==> config.mk <==
export PLATFORM = sky130hd
export DESIGN_NAME = latency_aware_weighted_selector
export DESIGN_NICKNAME = d
export VERILOG_FILES = /design/src/sv/lalws_pkg.sv /design/src/sv/lalws_ram.sv /design/src/sv/lalws_rem.sv /design/src/sv/latency_aware_weighted_selector.sv
export SDC_FILE = /design/constraint.sdc
export NUM_CORES = 1
export LEC_CHECK = 0
export ABC_AREA = 1
export BUFFER_PORTS_ARGS = -buffer_cell sky130_fd_sc_hd__buf_2
export CORE_MARGIN = 4
export CORE_UTILIZATION = 35
export CTS_BUF_LIST = sky130_fd_sc_hd__clkbuf_4 sky130_fd_sc_hd__clkbuf_8 sky130_fd_sc_hd__clkbuf_16
export CTS_CLUSTER_SIZE = 8
export DETAILED_ROUTE_END_ITERATION = 10
export HOLD_SLACK_MARGIN = 0.05
export SETUP_SLACK_MARGIN = 0.05
export SLEW_MARGIN = 15
export SYNTH_ARGS = -nofsm -noshare
export SYNTH_HDL_FRONTEND = slang
export SYNTH_SLANG_ARGS = --single-unit
==> constraint.sdc <==
create_clock -name i_clk -period 14.26 [get_ports i_clk]
set_input_delay 2.852 -clock i_clk [delete_from_list [all_inputs] [get_ports i_clk]]
set_output_delay 2.852 -clock i_clk [all_outputs]
set_load 0.02 [all_outputs]
==> src/sv/lalws_pkg.sv <==
package lalws_pkg;

    // Default parameter values
    localparam int NUM_TARGETS_DEF    = 4;
    localparam int EXPLORE_PERIOD_DEF = 10;

    // Field and state widths
    localparam int MAX_LANES  = 4;
    localparam int AVG_W      = 20;
    localparam int LAT_W      = 16;
    localparam int BIAS_W     = 16;
    localparam int WGT_W      = 8;
    localparam int TOTAL_W    = 10;
    localparam int SCORE_W    = 22;
    localparam int DRAW_W     = 32;
    localparam int STATUS_W   = 3;
    localparam int TIDX_W     = 2;
    localparam int CFG_IDX_W  = 2;
    localparam int CFG_DATA_W = 64;

    // Register reset values
    localparam logic [MAX_LANES-1:0]       RST_AVAIL   = 4'hF;
    localparam logic [MAX_LANES*WGT_W-1:0] RST_WEIGHTS = 32'h0101_0101;
    localparam logic [MAX_LANES*BIAS_W-1:0] RST_BIASES = 64'h0;

    // Request modes
    localparam logic MODE_SELECT = 1'b0;
    localparam logic MODE_RECORD = 1'b1;

    // Configuration register indexes
    typedef enum logic [CFG_IDX_W-1:0] {
        CFG_AVAIL   = 2'd0,
        CFG_WEIGHTS = 2'd1,
        CFG_BIASES  = 2'd2
    } t_cfg_reg;

    // Result status codes
    typedef enum logic [STATUS_W-1:0] {
        ST_EXPLORED = 3'd0,
        ST_LOWEST   = 3'd1,
        ST_WEIGHTED = 3'd2,
        ST_NONE     = 3'd3,
        ST_RECORDED = 3'd4,
        ST_IGNORED  = 3'd5
    } t_status;

    // Sequencer states
    typedef enum logic [2:0] {
        S_IDLE,
        S_REC,
        S_EXP_PICK,
        S_SCAN_RD,
        S_SCAN_CMP,
        S_WGT_MOD,
        S_PUSH
    } t_state;

    // Weight of one lane, zero reads as one
    function automatic logic [WGT_W-1:0] lane_weight(
        input logic [MAX_LANES*WGT_W-1:0] weights,
        input int                         lane
    );
        logic [WGT_W-1:0] w;
        w = weights[WGT_W*lane +: WGT_W];
        return (w == '0) ? WGT_W'(1) : w;
    endfunction

endpackage

==> src/sv/lalws_ram.sv <==
module lalws_ram #(
    parameter int WIDTH  = 8,
    parameter int DEPTH  = 4,
    parameter int ADDR_W = (DEPTH > 1) ? $clog2(DEPTH) : 1
) (
    input  logic              i_clk,
    input  logic              i_we,
    input  logic [ADDR_W-1:0] i_waddr,
    input  logic [WIDTH-1:0]  i_wdata,
    input  logic [ADDR_W-1:0] i_raddr,
    output logic [WIDTH-1:0]  o_rdata
);

    logic [WIDTH-1:0] r_mem [DEPTH];
    logic [WIDTH-1:0] r_rdata;

    // One write port, one registered read port
    always_ff @(posedge i_clk) begin
        if (i_we) begin
            r_mem[i_waddr] <= i_wdata;
        end
        r_rdata <= r_mem[i_raddr];
    end

    assign o_rdata = r_rdata;

endmodule

==> src/sv/lalws_rem.sv <==
module lalws_rem #(
    parameter int DIV_W = 11
) (
    input  logic                          i_clk,
    input  logic                          i_rst_n,
    input  logic                          i_start,
    input  logic [lalws_pkg::DRAW_W-1:0]  i_dividend,
    input  logic [DIV_W-1:0]              i_divisor,
    output logic                          o_done,
    output logic [DIV_W-1:0]              o_rem
);
    import lalws_pkg::*;

    localparam int CNT_W = $clog2(DRAW_W);

    logic              r_busy;
    logic              r_done;
    logic [CNT_W-1:0]  r_cnt;
    logic [DRAW_W-1:0] r_quo;
    logic [DIV_W-1:0]  r_rem;
    logic [DIV_W-1:0]  r_dvs;
    logic [DIV_W:0]    trial;
    logic [DIV_W:0]    diff;

    // One restoring step: shift in the next dividend bit, subtract if it fits
    assign trial = {r_rem, r_quo[DRAW_W-1]};
    assign diff  = trial - {1'b0, r_dvs};

    always_ff @(posedge i_clk) begin
        if (!i_rst_n) begin
            r_busy <= 1'b0;
            r_done <= 1'b0;
            r_cnt  <= '0;
        end else begin
            r_done <= 1'b0;
            if (i_start) begin
                r_busy <= 1'b1;
                r_cnt  <= '0;
            end else if (r_busy) begin
                r_cnt <= r_cnt + 1'b1;
                if (r_cnt == CNT_W'(DRAW_W - 1)) begin
                    r_busy <= 1'b0;
                    r_done <= 1'b1;
                end
            end
        end
    end

    // Datapath, no reset
    always_ff @(posedge i_clk) begin
        if (i_start) begin
            r_quo <= i_dividend;
            r_rem <= '0;
            r_dvs <= i_divisor;
        end else if (r_busy) begin
            r_quo <= {r_quo[DRAW_W-2:0], 1'b0};
            if (trial >= {1'b0, r_dvs}) begin
                r_rem <= diff[DIV_W-1:0];
            end else begin
                r_rem <= trial[DIV_W-1:0];
            end
        end
    end

    assign o_done = r_done;
    assign o_rem  = r_rem;

endmodule

==> src/sv/latency_aware_weighted_selector.sv <==
// Latency-aware target selector. A record request (mode 1) folds a latency
// sample into the target's average (first sample loads, later ones 3/4 old plus
// 1/4 new in Q.4); the average is written in S_REC and the result then waits
// in S_PUSH for the output register. A select request (mode 0) draws the
// 32-bit call counter; every EXPLORE_PERIOD-th draw explores an available
// target with no average yet, otherwise the available target with the lowest
// average plus bias wins, and with no averages a weighted pick is made from a
// second draw. The explore test needs no division: a phase counter follows the
// call counter modulo EXPLORE_PERIOD. The explore pick and the weighted pick
// use the shared remainder unit, which retires one dividend bit per cycle, and
// the scan reads the average memory through its single read port. One request
// is in work at a time; a new request is taken while the previous result still
// waits in the output register. No clearing pass after reset.
module latency_aware_weighted_selector #(
    parameter int NUM_TARGETS    = lalws_pkg::NUM_TARGETS_DEF,
    parameter int EXPLORE_PERIOD = lalws_pkg::EXPLORE_PERIOD_DEF
) (
    input  logic                              i_clk,
    input  logic                              i_rst_n,
    // configuration
    input  logic                              i_cfg_we,
    input  logic [lalws_pkg::CFG_IDX_W-1:0]   i_cfg_index,
    input  logic [lalws_pkg::CFG_DATA_W-1:0]  i_cfg_data,
    // request channel
    input  logic                              i_in_valid,
    output logic                              o_in_stall,
    input  logic                              i_mode,
    input  logic [lalws_pkg::TIDX_W-1:0]      i_target_index,
    input  logic [lalws_pkg::LAT_W-1:0]       i_latency_ms,
    // result channel
    output logic                              o_out_valid,
    input  logic                              i_out_stall,
    output logic [lalws_pkg::STATUS_W-1:0]    o_status,
    output logic [lalws_pkg::TIDX_W-1:0]      o_chosen_index,
    output logic signed [lalws_pkg::SCORE_W-1:0] o_best_score_q4
);
    import lalws_pkg::*;

    localparam int LANES  = (NUM_TARGETS < MAX_LANES) ? NUM_TARGETS : MAX_LANES;
    localparam int LANE_W = (LANES > 1) ? $clog2(LANES) : 1;
    localparam int PER_W  = $clog2(EXPLORE_PERIOD);
    localparam int DIV_W  = TOTAL_W;
    localparam int SUM_W  = AVG_W + 3;
    localparam int CNT_W  = $clog2(MAX_LANES + 1);

    // configuration registers
    logic [MAX_LANES-1:0]        r_avail;
    logic [MAX_LANES*WGT_W-1:0]  r_weights;
    logic [MAX_LANES*BIAS_W-1:0] r_biases;

    // control state
    t_state                      r_state, n_state;
    logic [DRAW_W-1:0]           r_count, n_count;
    logic [PER_W-1:0]            r_phase, n_phase;
    logic [PER_W-1:0]            phase_inc;
    logic [LANES-1:0]            r_known, n_known;
    logic [LANE_W-1:0]           r_tgt, n_tgt;
    logic [LANE_W-1:0]           r_idx, n_idx;
    logic                        r_found, n_found;
    logic signed [SCORE_W-1:0]   r_best, n_best;
    logic [LANE_W-1:0]           r_best_i, n_best_i;
    logic [LAT_W-1:0]            r_lat, n_lat;

    // pending result
    t_status                     r_status, n_status;
    logic [LANE_W-1:0]           r_chosen, n_chosen;
    logic signed [SCORE_W-1:0]   r_score, n_score;

    // output register
    logic                        r_out_valid;
    t_status                     r_o_status;
    logic [TIDX_W-1:0]           r_o_chosen;
    logic signed [SCORE_W-1:0]   r_o_score;

    logic                        in_accept;
    logic                        load_out;

    // memory and remainder unit hookup
    logic                        ram_we;
    logic [LANE_W-1:0]           ram_raddr;
    logic [AVG_W-1:0]            ram_rdata;
    logic [AVG_W-1:0]            rec_avg;
    logic [SUM_W-1:0]            rec_sum;
    logic                        div_start;
    logic [DRAW_W-1:0]           div_dividend;
    logic [DIV_W-1:0]            div_divisor;
    logic                        div_done;
    logic [DIV_W-1:0]            div_rem;

    // lane summaries
    logic [LANES-1:0]            avail_vec;
    logic [LANES-1:0]            unk_vec;
    logic [CNT_W-1:0]            unk_cnt;
    logic [TOTAL_W-1:0]          total;
    logic [LANE_W-1:0]           pick_lane;
    logic [LANE_W-1:0]           wgt_lane;
    logic signed [SCORE_W-1:0]   lane_score;
    logic [BIAS_W-1:0]           lane_bias;

    assign o_in_stall = (r_state != S_IDLE);
    assign in_accept  = i_in_valid && !o_in_stall;

    // average store
    lalws_ram #(
        .WIDTH  (AVG_W),
        .DEPTH  (LANES),
        .ADDR_W (LANE_W)
    ) u_avg_ram (
        .i_clk   (i_clk),
        .i_we    (ram_we),
        .i_waddr (r_tgt),
        .i_wdata (rec_avg),
        .i_raddr (ram_raddr),
        .o_rdata (ram_rdata)
    );

    // shared bit-serial remainder
    lalws_rem #(
        .DIV_W (DIV_W)
    ) u_rem (
        .i_clk      (i_clk),
        .i_rst_n    (i_rst_n),
        .i_start    (div_start),
        .i_dividend (div_dividend),
        .i_divisor  (div_divisor),
        .o_done     (div_done),
        .o_rem      (div_rem)
    );

    // per-lane availability, unknown count and total weight
    always_comb begin
        unk_cnt = '0;
        total   = '0;
        for (int i = 0; i < LANES; i++) begin
            avail_vec[i] = r_avail[i];
            unk_vec[i]   = r_avail[i] && !r_known[i];
            unk_cnt      = unk_cnt + CNT_W'(unk_vec[i]);
            if (r_avail[i]) begin
                total = total + TOTAL_W'(lane_weight(r_weights, i));
            end
        end
    end

    // call counter modulo EXPLORE_PERIOD; restarts when the counter wraps
    assign phase_inc = (r_count == '1 || r_phase == PER_W'(EXPLORE_PERIOD - 1)) ?
                       '0 : r_phase + PER_W'(1);

    // explore pick: k-th available unknown lane, k from the remainder
    always_comb begin
        logic [CNT_W-1:0] seen;
        logic             hit;
        seen      = '0;
        hit       = 1'b0;
        pick_lane = '0;
        for (int i = 0; i < LANES; i++) begin
            if (unk_vec[i]) begin
                if (!hit && (seen == div_rem[CNT_W-1:0])) begin
                    hit       = 1'b1;
                    pick_lane = LANE_W'(i);
                end
                seen = seen + 1'b1;
            end
        end
    end

    // weighted walk: first available lane whose running weight passes the slot
    always_comb begin
        logic [TOTAL_W-1:0] cum;
        logic               hit;
        cum      = '0;
        hit      = 1'b0;
        wgt_lane = '0;
        for (int i = 0; i < LANES; i++) begin
            if (avail_vec[i] && !hit) begin
                wgt_lane = LANE_W'(i);
                cum      = cum + TOTAL_W'(lane_weight(r_weights, i));
                if (div_rem < DIV_W'(cum)) begin
                    hit = 1'b1;
                end
            end
        end
    end

    // score of the lane under scan: average + 16 * bias
    assign lane_bias  = r_biases[BIAS_W*r_idx +: BIAS_W];
    assign lane_score = $signed({2'b00, ram_rdata})
                      + $signed({{2{lane_bias[BIAS_W-1]}}, lane_bias, 4'b0000});

    // average update: first sample loads, later (3*avg + sample) / 4
    assign rec_sum = SUM_W'({ram_rdata, 1'b0}) + SUM_W'(ram_rdata)
                   + SUM_W'({r_lat, 4'b0000});
    assign rec_avg = r_known[r_tgt] ? rec_sum[AVG_W+1:2] : AVG_W'({r_lat, 4'b0000});

    // sequencer: next state and datapath controls
    always_comb begin
        n_state      = r_state;
        n_count      = r_count;
        n_phase      = r_phase;
        n_known      = r_known;
        n_tgt        = r_tgt;
        n_idx        = r_idx;
        n_found      = r_found;
        n_best       = r_best;
        n_best_i     = r_best_i;
        n_lat        = r_lat;
        n_status     = r_status;
        n_chosen     = r_chosen;
        n_score      = r_score;
        ram_we       = 1'b0;
        ram_raddr    = r_idx;
        div_start    = 1'b0;
        div_dividend = r_count;
        div_divisor  = DIV_W'(total);
        load_out     = 1'b0;

        unique case (r_state)
            S_IDLE: begin
                ram_raddr = i_target_index[LANE_W-1:0];
                if (in_accept) begin
                    n_chosen = '0;
                    n_score  = '0;
                    if (i_mode == MODE_RECORD) begin
                        if (i_latency_ms == '0 ||
                            32'(i_target_index) >= 32'(NUM_TARGETS)) begin
                            n_status = ST_IGNORED;
                            n_state  = S_PUSH;
                        end else begin
                            n_tgt   = i_target_index[LANE_W-1:0];
                            n_lat   = i_latency_ms;
                            n_state = S_REC;
                        end
                    end else if (avail_vec == '0) begin
                        n_status = ST_NONE;
                        n_state  = S_PUSH;
                    end else begin
                        n_count = r_count + 1'b1;
                        n_phase = phase_inc;
                        if (unk_vec != '0 && r_phase == '0) begin
                            // explore draw: pick unknown number draw mod unknowns
                            div_start    = 1'b1;
                            div_dividend = r_count;
                            div_divisor  = DIV_W'(unk_cnt);
                            n_state      = S_EXP_PICK;
                        end else begin
                            n_idx   = '0;
                            n_found = 1'b0;
                            n_state = S_SCAN_RD;
                        end
                    end
                end
            end

            S_REC: begin
                ram_we         = 1'b1;
                n_known[r_tgt] = 1'b1;
                n_status       = ST_RECORDED;
                n_state        = S_PUSH;
            end

            S_EXP_PICK: begin
                if (div_done) begin
                    n_status = ST_EXPLORED;
                    n_chosen = pick_lane;
                    n_state  = S_PUSH;
                end
            end

            S_SCAN_RD: begin
                n_state = S_SCAN_CMP;
            end

            S_SCAN_CMP: begin
                if (avail_vec[r_idx] && r_known[r_idx] &&
                    (!r_found || lane_score < r_best)) begin
                    n_found  = 1'b1;
                    n_best   = lane_score;
                    n_best_i = r_idx;
                end
                if (r_idx == LANE_W'(LANES - 1)) begin
                    if (n_found) begin
                        n_status = ST_LOWEST;
                        n_chosen = n_best_i;
                        n_score  = n_best;
                        n_state  = S_PUSH;
                    end else begin
                        div_start    = 1'b1;
                        div_dividend = r_count;
                        div_divisor  = DIV_W'(total);
                        n_count      = r_count + 1'b1;
                        n_phase      = phase_inc;
                        n_state      = S_WGT_MOD;
                    end
                end else begin
                    n_idx   = r_idx + 1'b1;
                    n_state = S_SCAN_RD;
                end
            end

            S_WGT_MOD: begin
                if (div_done) begin
                    n_status = ST_WEIGHTED;
                    n_chosen = wgt_lane;
                    n_state  = S_PUSH;
                end
            end

            S_PUSH: begin
                if (!r_out_valid || !i_out_stall) begin
                    load_out = 1'b1;
                    n_state  = S_IDLE;
                end
            end

            default: begin
                n_state = S_IDLE;
            end
        endcase
    end

    // control registers and configuration
    always_ff @(posedge i_clk) begin
        if (!i_rst_n) begin
            r_state     <= S_IDLE;
            r_count     <= '0;
            r_phase     <= '0;
            r_known     <= '0;
            r_found     <= 1'b0;
            r_out_valid <= 1'b0;
            r_avail     <= RST_AVAIL;
            r_weights   <= RST_WEIGHTS;
            r_biases    <= RST_BIASES;
        end else begin
            r_state <= n_state;
            r_count <= n_count;
            r_phase <= n_phase;
            r_known <= n_known;
            r_found <= n_found;
            if (load_out) begin
                r_out_valid <= 1'b1;
            end else if (!i_out_stall) begin
                r_out_valid <= 1'b0;
            end
            if (i_cfg_we) begin
                unique case (i_cfg_index)
                    CFG_AVAIL:   r_avail   <= i_cfg_data[MAX_LANES-1:0];
                    CFG_WEIGHTS: r_weights <= i_cfg_data[MAX_LANES*WGT_W-1:0];
                    CFG_BIASES:  r_biases  <= i_cfg_data[MAX_LANES*BIAS_W-1:0];
                    default: ;
                endcase
            end
        end
    end

    // payload registers
    always_ff @(posedge i_clk) begin
        r_tgt    <= n_tgt;
        r_idx    <= n_idx;
        r_best   <= n_best;
        r_best_i <= n_best_i;
        r_lat    <= n_lat;
        r_status <= n_status;
        r_chosen <= n_chosen;
        r_score  <= n_score;
        if (load_out) begin
            r_o_status <= r_status;
            r_o_chosen <= TIDX_W'(r_chosen);
            r_o_score  <= r_score;
        end
    end

    assign o_out_valid     = r_out_valid;
    assign o_status        = r_o_status;
    assign o_chosen_index  = r_o_chosen;
    assign o_best_score_q4 = r_o_score;

endmodule

=== Word level (Yosys, flattened, before mapping) ===
Memory sizes are Yosys's and may differ from the RTL's. A register that Yosys moved wholly into a read port is not among the register bits.
Cells that the tools add are included.

* Bits in registers: 302
* Latch bits: 0
* Memory bits (writable): 80
* Bits in read-only memories: 0
* Bits of input ports: 90
* Output and inout bits: 29
* Logic and storage cells: 275
* Memories kept: 1

* Add/sub/neg operators: 17
* Multipliers: 0
* Divide/modulo/power cells: 0
* Magnitude comparators: 8
* Equality and inequality tests: 30
* Shift-type cells: 1
* Multiplexer cells: 126
* Bitwise operators: 4
* Reduce and logical (&&, ||, !) cells: 62

{| class="wikitable"
|+ Memories
! name !! depth !! bits a word !! read ports !! clocked after Yosys merged registers in !! write ports !! RTL line !! RTL
|-
| u_avg_ram.r_mem || 4 || 20 || 1 || 1 || 1 || lalws_ram.sv:14 || <nowiki>logic [WIDTH-1:0] r_mem [DEPTH];</nowiki>
|}

{| class="wikitable"
|+ Operator list
! operator !! number
|-
| 2-to-1 mux 32 bit || 7
|-
| 2-to-1 mux 10 bit || 10
|-
| 2-to-1 mux 22 bit || 4
|-
| case mux 32 bit (2 select lines) || 1
|-
| variable part select 64 x 7 -> 16 bit || 1
|-
| 2-to-1 mux 3 bit || 17
|-
| adder 21 x 20 -> 22 bit || 2
|-
| 2-to-1 mux 1 bit || 44
|-
| case mux 22 bit (2 select lines) || 1
|-
| adder 10 x 8 -> 10 bit || 4
|-
| 2-to-1 mux 8 bit || 5
|-
| 2-to-1 mux 2 bit || 19
|-
| adder 32 x 1 -> 32 bit, second input constant || 1
|-
| == test 32 bit, second input constant || 1
|-
| zero test 8 bit || 4
|-
| 2-to-1 mux 4 bit || 6
|-
| adder 22 x 20 -> 22 bit || 1
|-
| < comparator 22 bit || 1
|-
| < comparator 10 bit || 2
|-
| 2-to-1 mux 20 bit || 1
|-
| inequality test 2 bit, second input constant || 9
|-
| case mux 3 bit (6 select lines) || 1
|-
| AND reduction 6 bit || 3
|-
| zero test 16 bit || 1
|-
| other kinds (48) || 102
|}

=== Logic depth before layout (Yosys ltp) ===
Gate-level depths: netlist of run 1.

* Depth in word-level cells: 17
* Depth in mapped cells: 31
* Mapped depth without buffers: 31

=== Modules after synthesis ===
A second synthesis of run 1 with hierarchy kept.

* Cells, all modules: 2809
* Area, all modules: 22715.5 sq um

{| class="wikitable"
|+ By module, submodules not included
! module !! instances !! cells each !! area an instance (sq um) !! seq. area each (sq um)
|-
| latency_aware_weighted_selector || 1 || 2100 || 15845.2 || 5845.6
|-
| lalws_ram || 1 || 342 || 3826.2 || 2802.7
|-
| lalws_rem || 1 || 367 || 3044.2 || 1601.5
|}

=== Least setup slack after synthesis of run 1 ===
OpenSTA, ideal clock, no wires.

* Path type: register to register
* Start point: register r_idx[0]
* End point: register u_rem.r_quo[0] (enable)
* Setup time: 0.389 ns
* Arrival: 4.609 ns
* Required time: 13.871 ns
* Slack: 9.262 ns
* Cell stages (with the launch flop): 28
* Buffers on the path: 3
* Clock period less this slack: 4.998 ns
* Path through: edfxtp_1 inv_1 clkbuf_1 clkbuf_1 o21ai_0 a21oi_1 a21oi_1 ha_1 nand2_1 nor4_1 a21oi_1 o21bai_1 xor2_1 ha_1 nand2_1 inv_1 nand2_1 nand2_1 a21oi_1 nand3_1 nand2_1 nand3_2 nand2_4 nand4_1 nand2_2 inv_2 buf_4 nand2_1

* Cells in the longest elaborated chain, start to end: 11
* Elaborated cells between the ends (all ways): 17
* Classes of those cells: add/sub: 1; order compare: 1; eq/ne: 1; shift: 1; mux: 9; reduce/logical: 4

{| class="wikitable"
|+ RTL lines
! what !! RTL line !! RTL
|-
| start, declared || latency_aware_weighted_selector.sv:58 || <nowiki>logic [LANE_W-1:0] r_idx, n_idx;</nowiki>
|-
| start signal, assigned || latency_aware_weighted_selector.sv:357 || <nowiki>r_idx <= n_idx;</nowiki>
|-
| variable part select 64 x 7 -> 16 bit || latency_aware_weighted_selector.sv:185 || <nowiki>assign lane_bias = r_biases[BIAS_W*r_idx +: BIAS_W];</nowiki>
|-
| adder 21 x 20 -> 22 bit || latency_aware_weighted_selector.sv:187 || <nowiki>+ $signed({{2{lane_bias[BIAS_W-1]}}, lane_bias, 4'b0000});</nowiki>
|-
| < comparator 22 bit || latency_aware_weighted_selector.sv:274 || <nowiki>(!r_found || lane_score < r_best)) begin</nowiki>
|-
| logical OR 1 bit || latency_aware_weighted_selector.sv:274 ||
|-
| logical AND 1 bit || latency_aware_weighted_selector.sv:273 || <nowiki>if (avail_vec[r_idx] && r_known[r_idx] &&</nowiki>
|-
| 2-to-1 mux 1 bit || latency_aware_weighted_selector.sv:273 ||
|-
| 2-to-1 mux 1 bit || latency_aware_weighted_selector.sv:216 || <nowiki>unique case (r_state)</nowiki>
|-
| 2-to-1 mux 1 bit || latency_aware_weighted_selector.sv:280 || <nowiki>if (n_found) begin</nowiki>
|-
| 2-to-1 mux 1 bit * || latency_aware_weighted_selector.sv:279 || <nowiki>if (r_idx == LANE_W'(LANES - 1)) begin</nowiki>
|-
| case mux 1 bit (2 select lines) * || latency_aware_weighted_selector.sv:216 ||
|-
| nonzero test 2 bit (no source line) * || - ||
|-
| end signal, assigned || lalws_rem.sv:52 || <nowiki>r_quo <= i_dividend;</nowiki>
|-
| end signal, assigned || lalws_rem.sv:56 || <nowiki>r_quo <= {r_quo[DRAW_W-2:0], 1'b0};</nowiki>
|-
| end, declared || lalws_rem.sv:19 || <nowiki>logic [DRAW_W-1:0] r_quo;</nowiki>
|}

Mark *: on every way between the ends. The rest lies on a longest branch, timed or not. The select of a mux whose other input is x is not followed.
A chain may end at the register's enable or synchronous reset.

=== Worst setup path in the final report of run 1 ===
* Start point: register r_idx[0]
* End point: register u_rem.r_quo[22] (enable)

Same word-level chain as after synthesis.

==> results of run 1 <==
-- synthesized netlist by cell type (all sizes together), types with 4 or more instances --
library cell	instances
fa	24
clkinv	4
buf	33
ha	137
nand3	96
o211ai	12
xnor2	35
o21bai	11
nand2	524
nor4	14
nor3	28
or2	5
o31ai	6
a21o	9
a21oi	287
nor2	222
o21ai	249
dfxtp	182
inv	294
clkbuf	88
xor2	60
nand4	23
edfxtp	220
o22ai	20
a31oi	10
-- power groups by stage --
stage               logic [W]  clock network, W  registers (W)
finish                0.00249           0.00131        0.00172
global route          0.00286           0.00139        0.00174
CTS                   0.00250           0.00134        0.00172
detailed placement    0.00248                 0        0.00174
global placement      0.00244                 0        0.00174
floorplan             0.00191                 0        0.00165
-- kinds of logic (layout without fill, tap and decap cells) --
group | count (synthesis) | in the layout | share of synthesized area (%)
AND/OR/NAND/NOR | 919 | 919 | 17.3
adder cells (fa/ha/maj) | 161 | 161 | 9.91
AO/OA/AOI/OAI | 622 | 622 | 15.1
flip-flops | 402 | 402 | 46.3
XOR/XNOR | 95 | 95 | 3.76
other | 0 | 1 | 0
buffers and inverters | 419 | 524 | 7.51
multiplexers | 2 | 2 | 0.0904
-- sequential cells by signal (all words and copies together) (netlist names), 16 cells and up --
| register | count |
|---|---|
| r_score | 22 |
| u_rem.r_quo | 32 |
| u_avg_ram.r_mem | 80 |
| r_biases | 64 |
| u_avg_ram.o_rdata | 20 |
| r_lat | 16 |
| o_best_score_q4 | 22 |
| r_weights | 32 |
| r_count | 32 |
| r_best | 22 |
-- worst reg2reg max path, cell delays in order, from the launching register on --
cell and delay (ns):
edfxtp_1 0.71, inv_1 0.27, buf_4 0.39, o21ai_0 0.13, a21oi_1 0.14, a21oi_1 0.09
ha_1 0.29, fa_1 0.46, nand3_1 0.12, nand2_1 0.09, nand3_1 0.09, nand4_1 0.19
a21oi_1 0.22, xnor2_1 0.12, ha_1 0.31, nand2_1 0.07, nor2_2 0.14, nand2_1 0.08
nor2_1 0.11, nand2_1 0.07, nand4_1 0.10, nand3_2 0.10, nand2_4 0.35, nand4_1 0.25
nand2_2 0.79, inv_2 0.51, nand2_2 0.72
-- worst max-delay path by stage --
| stage | startpoint | cells after the start | to |
|---|---|---|---|
| 3_5_place_dp | r_idx[0]$_SDFFCE_PN0P_ | 27 | u_rem.r_quo[26]$_DFFE_PP_ |
| 2_1_floorplan | r_idx[0]$_SDFFCE_PN0P_ | 27 | u_rem.r_quo[0]$_SDFFCE_PN0P_ |
| 4_1_cts | r_idx[0]$_SDFFCE_PN0P_ | 27 | u_rem.r_quo[26]$_DFFE_PP_ |
| 3_3_place_gp | r_idx[0]$_SDFFCE_PN0P_ | 27 | u_rem.r_quo[24]$_DFFE_PP_ |
| 6_report | r_idx[0]$_SDFFCE_PN0P_ | 26 | u_rem.r_quo[22]$_DFFE_PP_ |
| 5_1_grt | r_idx[0]$_SDFFCE_PN0P_ | 26 | u_rem.r_quo[26]$_DFFE_PP_ |
-- final cells by class --
type	instances	area, um^2
fillers	6278	37000
multi-input cells	1799	10300
flip-flops and latches	402	10200
clock buffers	94	1730
inverters	298	1120
well taps	837	1050
repair buffers	130	681
clock inverters	2	21.3
diodes	1	2.50
-- stage by stage --
stage | setup WS, ns | utilization [%] | hold slack (ns) | instance area (um^2) | total power [W]
global route | 6.13 | 40.4 | 0.421 | 25100 | 0.00599
global placement | 6.66 | 37.6 | 0.406 | 23400 | 0.00417
detailed placement | 6.49 | 37.6 | 0.405 | 23400 | 0.00422
finish | 6.96 | 40.4 | 0.417 | 25100 | 0.00552
CTS | 6.44 | 40.4 | 0.417 | 25100 | 0.00555
floorplan | 9.26 | - | 0.400 | 22200 | 0.00356
-- metal layers --
| layer | up-vias | GRT usage, % | share of wire (%) |
|---|---|---|---|
| met4 | 6 | 4.89 | 2.2 |
| li1 | 8948 | - | - |
| met1 | 8540 | 24.5 | 46 |
| met2 | 441 | 28.2 | 45 |
| met5 | - | 0 | 0.077 |
| met3 | 80 | 3.78 | 6.9 |
==> summary.txt, run 1 <==
Layout
  • Most frequent cells in the layout: nand2_1 (518), inv_1 (286), a21oi_1 (276), o21ai_0 (245), edfxtp_1 (220)
  • Synthesis-to-finish area growth: 13.4%
  • Net count, final: 2938
  • Commonest non-fill, non-tap cell in the layout: nand2_1
  • Share of layout cells above drive strength 1: 10.3%
  • Non-filler cells, final: 3563

Placed design
  • HPWL after DPL: 45.2 mm
  • Placed instance count: 3466
  • Final GP Congestion: 0.870
  • Port Buffers: 118

Drt
  • WL per Instance: 17.1 um
  • Total number of vias: 18000
  • DRC Markers: 0
  • Vias per inst: 5.06
  • Initial DRT Pass Iterations: 5
  • ANT nets after route: 0
  • WL final: 61.0 mm
  • DR iter-0 viols: 1336

Yosys
  • Mapped Cells: 2620
  • Prevailing post-synth register cell: edfxtp_1
  • Async set-reset flop share out of synthesis: 0%
  • Average size of a mapped cell: 8.46 um^2
  • Cell Area, Synth: 22200 um^2
  • Seq/Total Area, Yosys: 46.3%
  • Flop and latch count out of synthesis: 402
  • YS warnings: 0
  • Number of synthesized flops with an enable pin: 220
  • Synth area leaders: edfxtp_1 (30%), dfxtp_1 (16%), nand2_1 (8.8%)
  • Netlist cell types: 56
  • Yosys top cell area share: 29.8%
  • Cell taking the most area after synthesis: edfxtp_1
  • Syn Nets: 2871

Power
  • Sequential share of power: 31.2%
  • Net switching power: 0.00229 W
  • Int Power: 0.00323 W
  • Peak supply drop: 0.107 mV
  • PwrDens: 220 nW/um^2
  • Switching part of the total: 41.5%
  • Clock power share: 23.7%
  • Gate power share: 45.1%
  • Leakage: 10.4 nW

GRT
  • Number of global-route vias before repair: 17500
  • GRT Util Overall: 17.7%
  • First-pass GRT wire length: 95.8 mm
  • Largest net degree at the start of global routing: 129
  • Initial antenna violation count: 5
  • GR Overflow Total: 0

Timing
  • RSZ-0062 raised after global routing: false
  • Skew final: 0.0233 ns
  • Max Freq: 137 MHz
  • Fin crit share: 51.2%
  • # setup viols final: 0
  • Fin Setup TNS: 0 ns
  • Clock period minus final worst setup slack: 7.30 ns
  • Slew HR: 23.7%
  • Final Max Tran Viols: 0
  • Worst-Margin Slew: 1.14 ns
  • Endpoints failing hold: 0

CTS
  • Clock Sinks: 402
  • CTS Hold Bufs: 0
  • Resized cells post-CTS: 0
  • H-tree depth: 2
  • Clk pin slew, worst setup/hold paths: 0.05 ns
  • Maximum buffer depth of the clock tree: 3
  • Num CTS Buffers: 56
  • Clock Latency Late Sink: 0.60 ns
  • CTS tree: yes
  • Root Driver: clkbuf_16
  • # Post-CTS Setup Buffers: 0

Min path
  • Worst Hold End: o_status[1]$_DFFE_PP_
  • Hold Crit Class: reg2reg
  • Min-Delay Path Depth: 0
  • Hold_sp: r_status[1]$_DFFE_PP_

Floorplan
  • IO Pins: 119
  • Core ar.: 62200 um^2
  • Die Wd: 260 um
  • Die H: 260 um
  • DIE AREA: 67400 um^2
  • Num rows: 91
  • Initial Util: 35.6%

Setup path
  • Worst path required time: 14.47 ns
  • CP max stage delay: 0.79 ns
  • RR Startpoint: r_idx[0]$_SDFFCE_PN0P_
  • Startpoint type of the worst setup path: register
  • CP Max Fanout: 52
  • R2R depth: 26
  • Delay-heaviest family, CP: simple AND/OR/NAND/NOR gates
  • Critical path's most frequent cell: nand2_1
  • FF-to-FF setup slack: 6.96 ns
  • Crit path buffers/inverters: 3
  • Crit Path Category: reg2reg
  • Crit-path slowest cell: nand2_2
  • Critical Path AT: 7.51 ns
  • Worst R2R End: u_rem.r_quo[22]$_DFFE_PP_
  • Nature of the critical path endpoint: register

Outcome
  • Status: finished, final reports clean

Job
  • MaxCap Viol Count: 0
Power figures use the tool's default switching activity.
==> run 2: changes to the inputs <==
--- a/config.mk
+++ b/config.mk
@@ -5,7 +5,7 @@
 export SDC_FILE = /design/constraint.sdc
 export NUM_CORES = 1
 export LEC_CHECK = 0
-export ABC_AREA = 1
+export ABC_AREA = 0
 export BUFFER_PORTS_ARGS = -buffer_cell sky130_fd_sc_hd__buf_2
 export CORE_MARGIN = 4
 export CORE_UTILIZATION = 35
==> constraint.sdc (replaced) <==
create_clock -name i_clk -period 7.45 [get_ports i_clk]
set_input_delay 1.49 -clock i_clk [delete_from_list [all_inputs] [get_ports i_clk]]
set_output_delay 1.49 -clock i_clk [all_outputs]
set_load 0.02 [all_outputs]
==> run 2 against run 1 <==
- non-clock buffer count grew 13
- sequential share of layout area grew 0.62 points
- largest cell class unchanged
- die area shrank 2.6%
- first-iteration DRC count shrank 31%
- clock skew grew 0.0068 ns
- critical path type unchanged
- combinational power grew 53%
- largest power group unchanged
- wire length shrank 7.8%
- critical path depth shrank 7
- power grew 76%
==> summary.txt, run 2 <==
Yosys
  • Cell with the most instances after synthesis: nand2_1
  • Cell taking the most area after synthesis: edfxtp_1
  • Netlist cell types: 73
  • Cell Area, Synth: 21600 um^2
  • Flop and latch count out of synthesis: 402
  • Top post-synthesis cells by count: nand2_1 (341), edfxtp_1 (220), dfxtp_1 (182)
  • Seq/Total Area, Yosys: 47.6%
  • Average size of a mapped cell: 10.2 um^2
  • Prevailing post-synth register cell: edfxtp_1
  • Syn Nets: 2355
  • Yosys top cell area share: 30.7%
  • Number of synthesized flops with an enable pin: 220
  • Async set-reset flop share out of synthesis: 0%
  • Synth area leaders: edfxtp_1 (31%), dfxtp_1 (17%), ha_1 (8.0%)
  • Mapped Cells: 2104
  • YS warnings: 0

GRT
  • GR Overflow Total: 0
  • Initial antenna violation count: 2
  • Number of global-route vias before repair: 15500
  • Largest net degree at the start of global routing: 107
  • First-pass GRT wire length: 87.4 mm
  • GRT Util Overall: 16.7%

Drt
  • WL per Instance: 18.7 um
  • DRC Markers: 0
  • ANT nets after route: 0
  • DR iter-0 viols: 918
  • Initial DRT Pass Iterations: 5
  • WL final: 56.3 mm
  • Total number of vias: 15800
  • Vias per inst: 5.25

Setup path
  • WP depth: 19
  • Crit path buffers/inverters: 2
  • Critical Path AT: 6.61 ns
  • CP cell instances: buf_4 -> mux4_2 -> ha_1 -> fa_1 -> a211oi_1 -> nor2_1 -> o41ai_1 -> o311ai_0 -> a31oi_1 -> xnor2_1 -> ha_1 -> nand4_1 -> nor4_1 -> o311ai_0 -> nor4b_1 -> nor3_2 -> buf_4 -> mux2_2 -> and2_1
  • CP max stage delay: 0.59 ns
  • R2R depth: 19
  • CP Max Fanout: 23
  • Startpoint type of the worst setup path: register
  • Crit-path slowest cell: o41ai_1
  • Nature of the critical path endpoint: register
  • Crit Path Category: reg2reg
  • Worst path required time: 7.81 ns
  • Delay-heaviest family, CP: compound AO/OA/AOI/OAI gates

Floorplan
  • Die H: 256 um
  • Die Wd: 256 um
  • Core ar.: 60700 um^2
  • IO Pins: 119
  • DIE AREA: 65600 um^2
  • Initial Util: 35.5%
  • Num rows: 90

Timing
  • Setup ws final: 1.19 ns
  • Final Max Tran Viols: 0
  • Fin crit share: 84.0%
  • RSZ-0062 raised after global routing: false
  • Max Freq: 160 MHz
  • Endpoints failing hold: 0
  • Slew HR: 24.0%
  • Skew final: 0.0301 ns
  • Worst-Margin Slew: 1.14 ns
  • # setup viols final: 0
  • Clock period minus final worst setup slack: 6.26 ns
  • Fin Setup TNS: 0 ns

CTS
  • Root Driver: clkbuf_16
  • Num CTS Buffers: 57
  • Clk pin slew, worst setup/hold paths: 0.06 ns
  • # Post-CTS Setup Buffers: 0
  • Maximum buffer depth of the clock tree: 3
  • Resized cells post-CTS: 0
  • H-tree depth: 2
  • CTS tree: yes
  • Clock Latency Late Sink: 0.61 ns
  • CTS Hold Bufs: 0
  • Clock Sinks: 402

Layout
  • Most flop-heavy register: u_avg_ram.r_mem
  • Number of flip-flops under the largest register name: 80
  • Commonest non-fill, non-tap cell in the layout: nand2_1
  • Net count, final: 2442
  • Fillers: 5799
  • Most frequent cells in the layout: nand2_1 (341), edfxtp_1 (220), dfxtp_1 (182), ha_1 (137), buf_2 (117)
  • Top flop regs: u_avg_ram.r_mem: 80 flops, r_biases: 64 flops
  • Synthesis-to-finish area growth: 14.9%
  • Share of layout cells above drive strength 1: 15.6%

Placed design
  • Port Buffers: 118
  • Final GP Congestion: 0.886
  • HPWL after DPL: 41.4 mm
  • Pre-CTS setup slack: 1.33 ns

Power
  • PwrDens: 392 nW/um^2
  • Peak supply drop: 0.221 mV
  • Leakage: 9.66 nW

Outcome
  • Status: finished, final reports clean

Job
  • MaxCap Viol Count: 0

Min path
  • Min-Delay Path Depth: 0
  • Hold Crit Class: reg2reg
## run 2: cell count changes in the layout (fill, tap and decap cells not counted), sizes merged, moves of 27 or more
cell	delta
mux2i	+27
inv	-194
nand3	-64
nand2	-183
a21boi	+106
o21ai	-167
mux2	+60
nor2	-131
a21oi	-197
a211oi	+30
and2	+69
## run 2: final timing paths
path / from / end / slack (ns)
max reg2reg: r_idx[1]$_SDFFCE_PN0P_ / r_score[2]$_SDFFCE_PN0P_ / 1.19
max: r_idx[1]$_SDFFCE_PN0P_ / r_score[2]$_SDFFCE_PN0P_ / 1.19
min: r_score[0]$_SDFFCE_PN0P_ / o_best_score_q4[0]$_DFFE_PP_ / 0.44
min reg2reg: r_score[0]$_SDFFCE_PN0P_ / o_best_score_q4[0]$_DFFE_PP_ / 0.44
## run 2: logic make-up after synthesis
kind of cell | synth area share (%)
buffers and inverters | 3.84
adders and majority gates | 10.2
DFF | 47.6
xor gates and xnor gates | 3.58
muxes | 6.26
and+or+nand+nor | 14.6
AOI/OAI and AO/OA | 14.0
## run 2: power by group
group / internal [W] / leakage (nW) / switching [W] / total, W
registers: 0.00297 / 3.52 / 0.000376 / 0.00335
clock network: 0.00160 / 0.923 / 0.000938 / 0.00254
logic: 0.00159 / 5.22 / 0.00221 / 0.00380
## run 2: worst reg2reg max path: cells and delay by family, from the launching register on
kind,cells,cell delay (ns)
xor gates and xnor gates,1,0.13
DFF,1,0.48
muxes,2,0.76
buffers and inverters,2,0.66
adders and majority gates,3,0.97
and+or+nand+nor,6,1.26
AOI/OAI and AO/OA,5,1.76
## run 2: area by class of cell
| cell class | instances | area (um^2) | area share, % |
|---|---|---|---|
| clock inverters | 2 | 38.8 | 0.157 |
| multi-input cells | 1487 | 10600 | 42.6 |
| diodes | 1 | 2.50 | 0.0101 |
| repair buffers | 143 | 781 | 3.15 |
| inverters | 100 | 375 | 1.52 |
| well taps | 782 | 978 | 3.95 |
| flip-flops and latches | 402 | 10200 | 41.4 |
| clock buffers | 97 | 1770 | 7.17 |
## run 2: stage by stage
step                util [%]  hold slack [ns]  power, W  instance area [um^2]  cells
global placement        37.8            0.432   0.00707                 22900   2914
finish                  40.8            0.440   0.00969                 24800   3014
detailed placement      37.8            0.429   0.00717                 22900   2914
CTS                     40.8            0.445   0.00977                 24700   3013
floorplan                  -            0.400   0.00610                 21600   2104
global route            40.8            0.449    0.0104                 24800   3013
## run 2: per-layer routing
metal,track usage [%],wire (um),vias to the layer above
li1,-,-,7641
met1,22.9,26400,7727
met2,27.0,25600,376
met3,2.97,3020,75
met4,4.94,1270,0
met5,0,0,-
